**config.mk**
```make
export PLATFORM = sky130hd
export DESIGN_NAME = inpc_judge
export DESIGN_NICKNAME = d
export VERILOG_FILES = /design/src/rtl/inpc_pkg.sv /design/src/rtl/inpc_judge.sv
export SDC_FILE = /design/constraint.sdc
export NUM_CORES = 1
export LEC_CHECK = 0
export ABC_AREA = 1
export BUFFER_PORTS_ARGS = -buffer_cell sky130_fd_sc_hd__buf_4
export CORE_UTILIZATION = 25
export DETAILED_ROUTE_END_ITERATION = 8
export PLACE_DENSITY = 0.42
export SYNTH_ARGS = -nofsm -noshare
export SYNTH_HDL_FRONTEND = slang
export SYNTH_SLANG_ARGS = --single-unit
```
**constraint.sdc**
```tcl
create_clock -name vclk -period 6.15
set_input_delay 1.23 -clock vclk [all_inputs]
set_output_delay 1.23 -clock vclk [all_outputs]
set_load 0.05 [all_outputs]
```
**src/rtl/inpc_pkg.sv**
```systemverilog
// ----------------------------------------------------------------------------
// Impulse noise pixel counter package
// Shared types, register map codes and fixed constants of the counter.
// ----------------------------------------------------------------------------
package inpc_pkg;

  localparam int PIXEL_W = 8;
  localparam int DIM_W   = 13;
  localparam int MIND_W  = 3;
  localparam int ROW_W   = 12;
  localparam int TALLY_W = 24;
  localparam int COUNT_W = 25;
  localparam int ADDR_W  = 4;
  localparam int DATA_W  = 32;

  typedef logic [PIXEL_W-1:0] pixel_t;
  typedef logic [DIM_W-1:0]   dim_t;
  typedef logic [MIND_W-1:0]  mind_t;
  typedef logic [ROW_W-1:0]   row_t;
  typedef logic [TALLY_W-1:0] tally_t;
  typedef logic [COUNT_W-1:0] count_t;
  typedef logic [ADDR_W-1:0]  addr_t;
  typedef logic [DATA_W-1:0]  data_t;

  // Register index, taken from paddr[3:2].
  typedef enum logic [1:0] {
    REG_FRAME_WIDTH    = 2'd0,
    REG_FRAME_HEIGHT   = 2'd1,
    REG_DIFF_THRESHOLD = 2'd2,
    REG_MIN_DIFFERING  = 2'd3
  } reg_idx_e;

  typedef struct packed {
    dim_t   frame_width;
    dim_t   frame_height;
    pixel_t diff_threshold;
    mind_t  min_differing;
  } cfg_t;

  localparam dim_t   FRAME_WIDTH_RST    = 13'd640;
  localparam dim_t   FRAME_HEIGHT_RST   = 13'd480;
  localparam pixel_t DIFF_THRESHOLD_RST = 8'd50;
  localparam mind_t  MIN_DIFFERING_RST  = 3'd3;

  localparam dim_t   MIN_DIM      = 13'd3;
  localparam dim_t   HEIGHT_LIMIT = 13'd4096;
  localparam tally_t TALLY_MAX    = 24'hFF_FFFF;
  localparam pixel_t PIXEL_SALT   = 8'hFF;
  localparam pixel_t PIXEL_PEPPER = 8'h00;

endpackage

```
**src/rtl/inpc_judge.sv**
```systemverilog
// ----------------------------------------------------------------------------
// Cross window judge
// Decides whether a center pixel is an impulse against its four neighbors.
// ----------------------------------------------------------------------------
module inpc_judge (
  input  inpc_pkg::pixel_t center_i,
  input  inpc_pkg::pixel_t up_i,
  input  inpc_pkg::pixel_t down_i,
  input  inpc_pkg::pixel_t left_i,
  input  inpc_pkg::pixel_t right_i,
  input  inpc_pkg::pixel_t threshold_i,
  input  inpc_pkg::mind_t  min_differing_i,
  output logic             impulse_o
);
  import inpc_pkg::*;

  pixel_t     nbr [4];
  logic [3:0] differs;
  mind_t      count;
  logic       extreme;

  assign nbr[0] = up_i;
  assign nbr[1] = down_i;
  assign nbr[2] = left_i;
  assign nbr[3] = right_i;

  // A neighbor differs when the absolute difference exceeds the threshold.
  always_comb begin
    for (int k = 0; k < 4; k++) begin
      if (center_i > nbr[k]) begin
        differs[k] = (center_i - nbr[k]) > threshold_i;
      end else begin
        differs[k] = (nbr[k] - center_i) > threshold_i;
      end
    end
  end

  assign count = mind_t'(differs[0]) + mind_t'(differs[1])
               + mind_t'(differs[2]) + mind_t'(differs[3]);

  assign extreme   = (center_i == PIXEL_PEPPER) || (center_i == PIXEL_SALT);
  assign impulse_o = extreme && (count >= min_differing_i);

endmodule

```
==> impl_metrics.toml <==
[die]
die-area_sq_um = 17600
die_x_um = 133
ios = 52
fp.dieH_um = 133
std_cell_rows = 47
core_sq_um = 16600
start_util_pct = 25.6

[drt]
remaining_drc_errors = 0
ant_nets = 0
via_per_inst = 4.42
via_count = 4561
first_pass_iters = 4
drt_iter0_markers = 158
wl_per_cell_um = 14.0
wirelength_um = 14400

[timing]
tightestPinTransition_ps = 497
slew_headroom_pct = 66.9
final-hold-violation-count = 0
hold_slack_ps = 3090
grt_setup_unrepaired = "yes"
period_share_pct = 102
setup_violations = 1
slew_violations = 0
fmax_mhz = 159
fin_setup_tns_ps = -152
worst_slack_ps = -152
period_needed_ps = 6300

[layout]
num_antenna_cells = 0
area_delta_synth_final_pct = 40.1
num-nets-final = 998
final_area_sq_um = 5970
utilization_pct = 35.9
drive_gt1_share_pct = 27.0
nFlopsAndLatches = 0
seq_area_sq_um = 0
clock_buffers = 0

[outcome]
outcome = "finished with violations"
violations = "negative setup slack"

[job]
maxCapViolations = 0

[min_path]
hold_class = "in -> out"

[setup_path]
crit_type = "in -> out"
cp.required_ps = 4920
cp.arrival_ps = 5070
cp-end-kind = "primary output"
worstSetupStartpointType = "input pin"
cp_max_fo = 4

[global_route]
antenna_found_initial = 0
grt_overflow = 0
grt_usage_pct = 16.5
grt_pass1_vias = 4645
grt_max_degree = 11
grt_pass1_wl_um = 23100

[pwr]
leakage_nw = 3.44
powerDensity_nw_per_um2 = 130
power.total_mw = 0.776
peakVddDrop_uv = 70.9

[logic_synthesis]
netlist_area_sq_um = 4260
synth_cells = 668
syn-num-nets = 853
ys_seq_area_share_pct = 0
avgSynthCellArea_sq_um = 6.38
ys_types = 26
ys_warn_count = 0

[place]
place_area_sq_um = 5610
gp_congestion = 0.868
hpwl_um = 12200
io_buffers = 52

[clock_tree]
ctsHoldBuffers = 0
final timing paths:
kind	depth (start not counted)	to	slack, ps	from
worst max-delay path	28	impulse_o	-150	center_i[0]
worst min-delay path	6	impulse_o	3090	min_differing_i[2]
worst max-delay path, cell delays in order:
cell	delay, ps
buf_8	100
clkinvlp_4	170
buf_6	130
ha_4	120
inv_2	30
fa_2	330
nand2_1	80
nand2_1	60
and2_4	150
a21oi_2	120
xnor2_1	70
ha_1	290
nand2_2	60
o21a_1	190
nand2_1	60
nand2_1	40
nand2_1	70
nand2_2	60
fa_1	550
inv_2	50
ha_4	160
ha_4	260
ha_4	180
o21ai_2	40
nand2_1	70
a21oi_2	170
nor2_4	60
buf_8	150
cell type report:
class,instances,area [sq um]
Inverter,137,526
Multi-Input combinational cell,520,3950
Tap cell,220,275
Timing Repair Buffer,154,1220
Fill cell,1839,10700
Yosys cell counts:
library cell	instances	area share, %
o21bai_1	6	1.1
buf_6	1	0.26
inv_1	137	12
ha_1	125	37
xnor2_1	1	0.21
o21ai_0	5	0.59
clkbuf_2	4	0.47
a21oi_2	3	0.62
and2_1	1	0.15
a21o_1	5	0.88
nand4_1	20	2.9
buf_2	4	0.47
nor2_1	34	3.0
buf_4	2	0.35
xor2_1	43	8.8
nand2_2	1	0.15
o21ai_1	8	0.94
fa_1	9	4.2
o21ai_2	1	0.21
nand2_1	168	15
o21a_1	4	0.70
and2_4	2	0.41
nor4_1	2	0.29
or2_1	3	0.44
a21oi_1	66	7.7
nand3_1	13	1.5
placed cells by master (no fill, tap or decap), drive strengths merged:
master / synthesis / layout
nand2: 169 / 169
buf: 7 / 154
inv: 137 / 134
ha: 125 / 125
a21oi: 69 / 69
xor2: 43 / 43
nor2: 34 / 34
nand4: 20 / 20
o21ai: 14 / 14
nand3: 13 / 13
fa: 9 / 9
o21bai: 6 / 6
a21o: 5 / 5
o21a: 4 / 4
or2: 3 / 3
and2: 3 / 3
clkinvlp: 0 / 3
nor4: 2 / 2
xnor2: 1 / 1
logic make-up (layout without fill, tap and decap cells):
logic type      Yosys count  in the layout  share of synthesized area, %
fa+ha+maj               134            134                          40.9
compound gates           98             98                          12.7
buf+inv                 148            291                          13.6
simple gates            244            244                          23.7
xor+xnor                 44             44                          9.04
stage by stage:
| step | instances | worst slack [ps] |
|---|---|---|
| 4_1_cts | 1031 | -176 |
| 3_3_place_gp | 1024 | -568 |
| 2_1_floorplan | 668 | 81.9 |
| 3_5_place_dp | 1024 | -584 |
| 6_report | 1031 | -152 |
| 5_1_grt | 1031 | -363 |
power breakdown:
group	total, mW	leakage [nW]	switching, mW	internal, mW
Clock	0	0	0	0
Sequential	0	0	0	0
Combinational	0.776	3.44	0.414	0.362
routing by layer:
metal  vias to the layer above  routed length [um]  GRT usage [%]
li1                       2416                   -              -
met1                      2057                6870           21.7
met2                        76                7020           30.2
met3                        12                 275          0.307
met4                         0                 232           2.87
met5                         -                   0              0
timing repair:
item                       4_1_cts  5_1_grt
setup endpoints to repair        1        1
setup buffers                    8        0
gates resized for setup         48       23
pin swaps                       46       34
Power figures use the tool's default switching activity.
