==> config.mk <==
export PLATFORM = sky130hd
export DESIGN_NAME = inpc_regs
export DESIGN_NICKNAME = d
export VERILOG_FILES = /design/src/rtl/inpc_pkg.sv /design/src/rtl/inpc_regs.sv
export SDC_FILE = /design/constraint.sdc
export NUM_CORES = 1
export LEC_CHECK = 0
export ABC_AREA = 0
export BUFFER_PORTS_ARGS = -buffer_cell sky130_fd_sc_hd__buf_4
export CAP_MARGIN = 25
export CORE_MARGIN = 1
export CORE_UTILIZATION = 47
export CTS_CLUSTER_DIAMETER = 60
export CTS_CLUSTER_SIZE = 14
export DETAILED_ROUTE_END_ITERATION = 10
export PLACE_DENSITY = 0.82
export SLEW_MARGIN = 20
export SYNTH_ARGS = -nofsm -noshare
export SYNTH_HDL_FRONTEND = slang
export SYNTH_SLANG_ARGS = --single-unit
==> constraint.sdc <==
create_clock -name clk_i -period 2.4 [get_ports clk_i]
set_input_delay 0.48 -clock clk_i [delete_from_list [all_inputs] [get_ports clk_i]]
set_output_delay 0.48 -clock clk_i [all_outputs]
set_load 0.01 [all_outputs]
==> src/rtl/inpc_pkg.sv <==
// ----------------------------------------------------------------------------
// Impulse noise pixel counter package
// Shared types, register map codes and fixed constants of the counter.
// ----------------------------------------------------------------------------
package inpc_pkg;

  localparam int PIXEL_W = 8;
  localparam int DIM_W   = 13;
  localparam int MIND_W  = 3;
  localparam int ROW_W   = 12;
  localparam int TALLY_W = 24;
  localparam int COUNT_W = 25;
  localparam int ADDR_W  = 4;
  localparam int DATA_W  = 32;

  typedef logic [PIXEL_W-1:0] pixel_t;
  typedef logic [DIM_W-1:0]   dim_t;
  typedef logic [MIND_W-1:0]  mind_t;
  typedef logic [ROW_W-1:0]   row_t;
  typedef logic [TALLY_W-1:0] tally_t;
  typedef logic [COUNT_W-1:0] count_t;
  typedef logic [ADDR_W-1:0]  addr_t;
  typedef logic [DATA_W-1:0]  data_t;

  // Register index, taken from paddr[3:2].
  typedef enum logic [1:0] {
    REG_FRAME_WIDTH    = 2'd0,
    REG_FRAME_HEIGHT   = 2'd1,
    REG_DIFF_THRESHOLD = 2'd2,
    REG_MIN_DIFFERING  = 2'd3
  } reg_idx_e;

  typedef struct packed {
    dim_t   frame_width;
    dim_t   frame_height;
    pixel_t diff_threshold;
    mind_t  min_differing;
  } cfg_t;

  localparam dim_t   FRAME_WIDTH_RST    = 13'd640;
  localparam dim_t   FRAME_HEIGHT_RST   = 13'd480;
  localparam pixel_t DIFF_THRESHOLD_RST = 8'd50;
  localparam mind_t  MIN_DIFFERING_RST  = 3'd3;

  localparam dim_t   MIN_DIM      = 13'd3;
  localparam dim_t   HEIGHT_LIMIT = 13'd4096;
  localparam tally_t TALLY_MAX    = 24'hFF_FFFF;
  localparam pixel_t PIXEL_SALT   = 8'hFF;
  localparam pixel_t PIXEL_PEPPER = 8'h00;

endpackage

==> src/rtl/inpc_regs.sv <==
// ----------------------------------------------------------------------------
// Configuration registers
// APB-style register file holding frame size and detection settings.
// ----------------------------------------------------------------------------
module inpc_regs (
  input  logic           clk_i,
  input  logic           rst_ni,
  input  logic           psel,
  input  logic           penable,
  input  logic           pwrite,
  input  inpc_pkg::addr_t paddr,
  input  inpc_pkg::data_t pwdata,
  output inpc_pkg::data_t prdata,
  output logic           pready,
  output inpc_pkg::cfg_t  cfg_o
);
  import inpc_pkg::*;

  cfg_t     cfg_q, cfg_d;
  reg_idx_e idx;
  logic     wr_en;

  assign idx    = reg_idx_e'(paddr[3:2]);
  assign wr_en  = psel & penable & pwrite;
  assign pready = 1'b1;
  assign cfg_o  = cfg_q;

  always_comb begin
    cfg_d = cfg_q;
    if (wr_en) begin
      unique case (idx)
        REG_FRAME_WIDTH:    cfg_d.frame_width    = pwdata[DIM_W-1:0];
        REG_FRAME_HEIGHT:   cfg_d.frame_height   = pwdata[DIM_W-1:0];
        REG_DIFF_THRESHOLD: cfg_d.diff_threshold = pwdata[PIXEL_W-1:0];
        REG_MIN_DIFFERING:  cfg_d.min_differing  = pwdata[MIND_W-1:0];
      endcase
    end
  end

  always_comb begin
    unique case (idx)
      REG_FRAME_WIDTH:    prdata = DATA_W'(cfg_q.frame_width);
      REG_FRAME_HEIGHT:   prdata = DATA_W'(cfg_q.frame_height);
      REG_DIFF_THRESHOLD: prdata = DATA_W'(cfg_q.diff_threshold);
      REG_MIN_DIFFERING:  prdata = DATA_W'(cfg_q.min_differing);
    endcase
  end

  always_ff @(posedge clk_i or negedge rst_ni) begin
    if (!rst_ni) begin
      cfg_q.frame_width    <= FRAME_WIDTH_RST;
      cfg_q.frame_height   <= FRAME_HEIGHT_RST;
      cfg_q.diff_threshold <= DIFF_THRESHOLD_RST;
      cfg_q.min_differing  <= MIN_DIFFERING_RST;
    end else begin
      cfg_q <= cfg_d;
    end
  end

endmodule

==> impl_metrics.env <==
export IMPL_status="completed"
export IMPL_cts_max_level=2
export IMPL_nNetsFinal=250
export IMPL_drt_iter0_markers=21
export IMPL_peakVddDrop_mv=0.5537
export IMPL_routed_wl_um=3779
export IMPL_drc_errors=0
export IMPL_p_int_uw=1522
export IMPL_grt_overflow_total=0
export IMPL_yosysUniqueCellTypes=24
export IMPL_antenna_cells=0
export IMPL_finalCritPeriodShare_pct=83.08
export IMPL_end_kind="output port"
export IMPL_worstSetupStartpointType="primary input"
export IMPL_synth_edff_count=0
export IMPL_crit_start="paddr[2]"
export IMPL_required_ns=1.92
export IMPL_worst_pin_slew_ns=0.5005
export IMPL_place_hpwl_um=2711
export IMPL_yosys_register_bits=37
export IMPL_cts_path_max_buffers=2
export IMPL_synth_avg_cell_area_um2=13.62
export IMPL_cellPowerDensity_nw_per_um2=860.1
export IMPL_antenna_found_initial=0
export IMPL_vias=1293
export IMPL_synth_warnings=0
export IMPL_core_um2=3771
export IMPL_netlist_area_um2=1893
export IMPL_switchingPower_uw=595.0
export IMPL_placed_area_um2=2357
export IMPL_routedWlPerCell_um=14.70
export IMPL_fin_util_pct=65.26
export IMPL_fmax_mhz=501.5
export IMPL_max_slew_margin_rel_pct=66.60
export IMPL_hold_buffers=0
export IMPL_drive_above_1_share_pct=63.16
export IMPL_grt_pass1_wl_um=6037
export IMPL_period_needed_ns=1.994
export IMPL_portBuffers=69
export IMPL_syn_to_final_growth_pct=30.01
export IMPL_cts_resized=0
export IMPL_die_height_um=65.47
export IMPL_gp_congestion=0.7949
export IMPL_ys_seq_area_share_pct=49.64
export IMPL_cts_buffers=5
export IMPL_first_global_vias=1235
export IMPL_hold_viol=0
export IMPL_final_cell_area_um2=2461
export IMPL_r2r_start="cfg_o[28]"
export IMPL_final_max_slew_viol_count=0
export IMPL_post_cts_buffers=0
export IMPL_ctsRootBufferMaster="clkbuf_8"
export IMPL_viasPerCell=5.031
export IMPL_detail_route_antenna_nets=0
export IMPL_finalSetupViolCount=0
export IMPL_fp_dieW_um=65.47
export IMPL_io_pins=111
export IMPL_grt_start_max_net_pins=38
export IMPL_drv_cap=0
export IMPL_power_frac_comb_pct=32.8
export IMPL_num_fill_cells=288
export IMPL_min_path_type="primary input to async pin"
export IMPL_worstPathArrival_ns=1.51
export IMPL_ys_flop_type="dfrtp_1"
export IMPL_fin_tns_setup_ns=0
export IMPL_swShare_pct=28.11
export IMPL_clk_pin_slew_ns=0.07
export IMPL_synthArstFlopShare_pct=100.0
export IMPL_largest_reg_flops=37
export IMPL_die_area_um2=4286
export IMPL_grt_usage_pct=19.13
export IMPL_rsz0062_at_grt="false"
export IMPL_cp_max_fo=17
export IMPL_syn_inst=139
export IMPL_rows=22
export IMPL_drt_pass1_iterations=4
export IMPL_tritoncts="yes"
export IMPL_p_leak_uw=0.001240
export IMPL_clkPwrFrac_pct=23.8
export IMPL_initial_utilization_pct=50.20
export IMPL_critPathKind="primary input to output port"
export IMPL_cts_sinks=37
export IMPL_p_seq_share_pct=43.4
export IMPL_clk_latency_ns=0.28
export IMPL_finalClockSkew_ns=0
## layout make-up
| type | count | area, µm² | area share (%) |
|---|---|---|---|
| clock inverter | 2 | 35.03 | 1.423 |
| sequential | 37 | 939.7 | 38.18 |
| multi-input combinational | 92 | 813.3 | 33.05 |
| tap | 48 | 60.06 | 2.440 |
| timing repair buffer | 72 | 540.5 | 21.96 |
| inverter | 1 | 3.754 | 0.1525 |
| clock buffer | 5 | 68.82 | 2.796 |
## cell families after synthesis
family / synth area share (%)
AOI/OAI and AO/OA: 1.322
muxes: 33.25
and+or+nand+nor: 4.165
buffers and inverters: 11.24
other: 0.3967
DFF: 49.64
## layer usage
metal / global-route usage (%) / routed length, µm / vias to the layer above
met3: 4.167 / 219 / 6
li1: - / - / 578
met2: 32.47 / 1895 / 65
met1: 23.66 / 1618 / 644
met5: 0 / 0 / -
met4: 7.337 / 45 / 0
## path summary, 6_finish.rpt
check                            end  slack (ns)  depth (start not counted)
setup reg to reg           cfg_o[28]        1.60                          1
min in group clk_i         cfg_o[19]        0.44                          2
setup / recovery           prdata[1]        0.41                          3
max in group asynchronous   cfg_o[1]        1.90                          1
hold / removal             cfg_o[29]        0.14                          1
hold reg to reg            cfg_o[12]        0.54                          1
## critical path, stage by stage
cell,delay [ns]
buf_4,0.28
mux4_1,0.59
buf_4,0.16
## layout by cell type, fill, tap and decap left out
master     instances
or3_1              1
clkbuf_8           5
nor2_2             1
mux2_4            10
nor3_2             1
nand3_1            1
nor2b_1            1
dfrtp_1           26
mux4_2             1
inv_2              1
or2_2              1
o21ai_0            5
mux2_2            27
mux4_1             2
nor2_1             5
mux2i_1           10
conb_1            20
dfstp_2           11
buf_4             72
nand4_1            1
bufinv_16          1
nand2_1            5
clkinv_2           1
## through the flow
stage	hold slack (ns)	power, µW	instances	worst slack, ns
2_1_floorplan	0.1844	1273	157	0.6921
3_3_place_gp	0.4634	1611	250	0.3900
3_5_place_dp	0.4671	1629	250	0.3994
4_1_cts	0.1559	2145	257	0.3989
5_1_grt	0.1796	2225	257	0.3458
6_report	0.1423	2117	257	0.4060
## Yosys cell counts, types with 2 or more instances
master	number	area share, %
buf_2	2	0.53
mux2_2	27	16
mux2i_1	10	5.3
dfstp_2	11	15
nand2_1	5	0.99
mux4_1	2	2.8
mux2_4	10	7.9
conb_1	2	0.40
buf_6	2	1.2
nor2_1	5	0.99
dfrtp_1	26	34
o21ai_0	5	1.3
buf_4	21	8.3
## power by group through the flow
stage | Clock [µW] | Sequential, µW | Combinational [µW]
floorplan | 0 | 977 | 296
global placement | 0 | 924 | 687
detailed placement | 0 | 927 | 702
CTS | 523 | 920 | 703
global route | 537 | 945 | 742
finish | 504 | 920 | 693
Note: power is estimated with default switching activity, not from simulation.
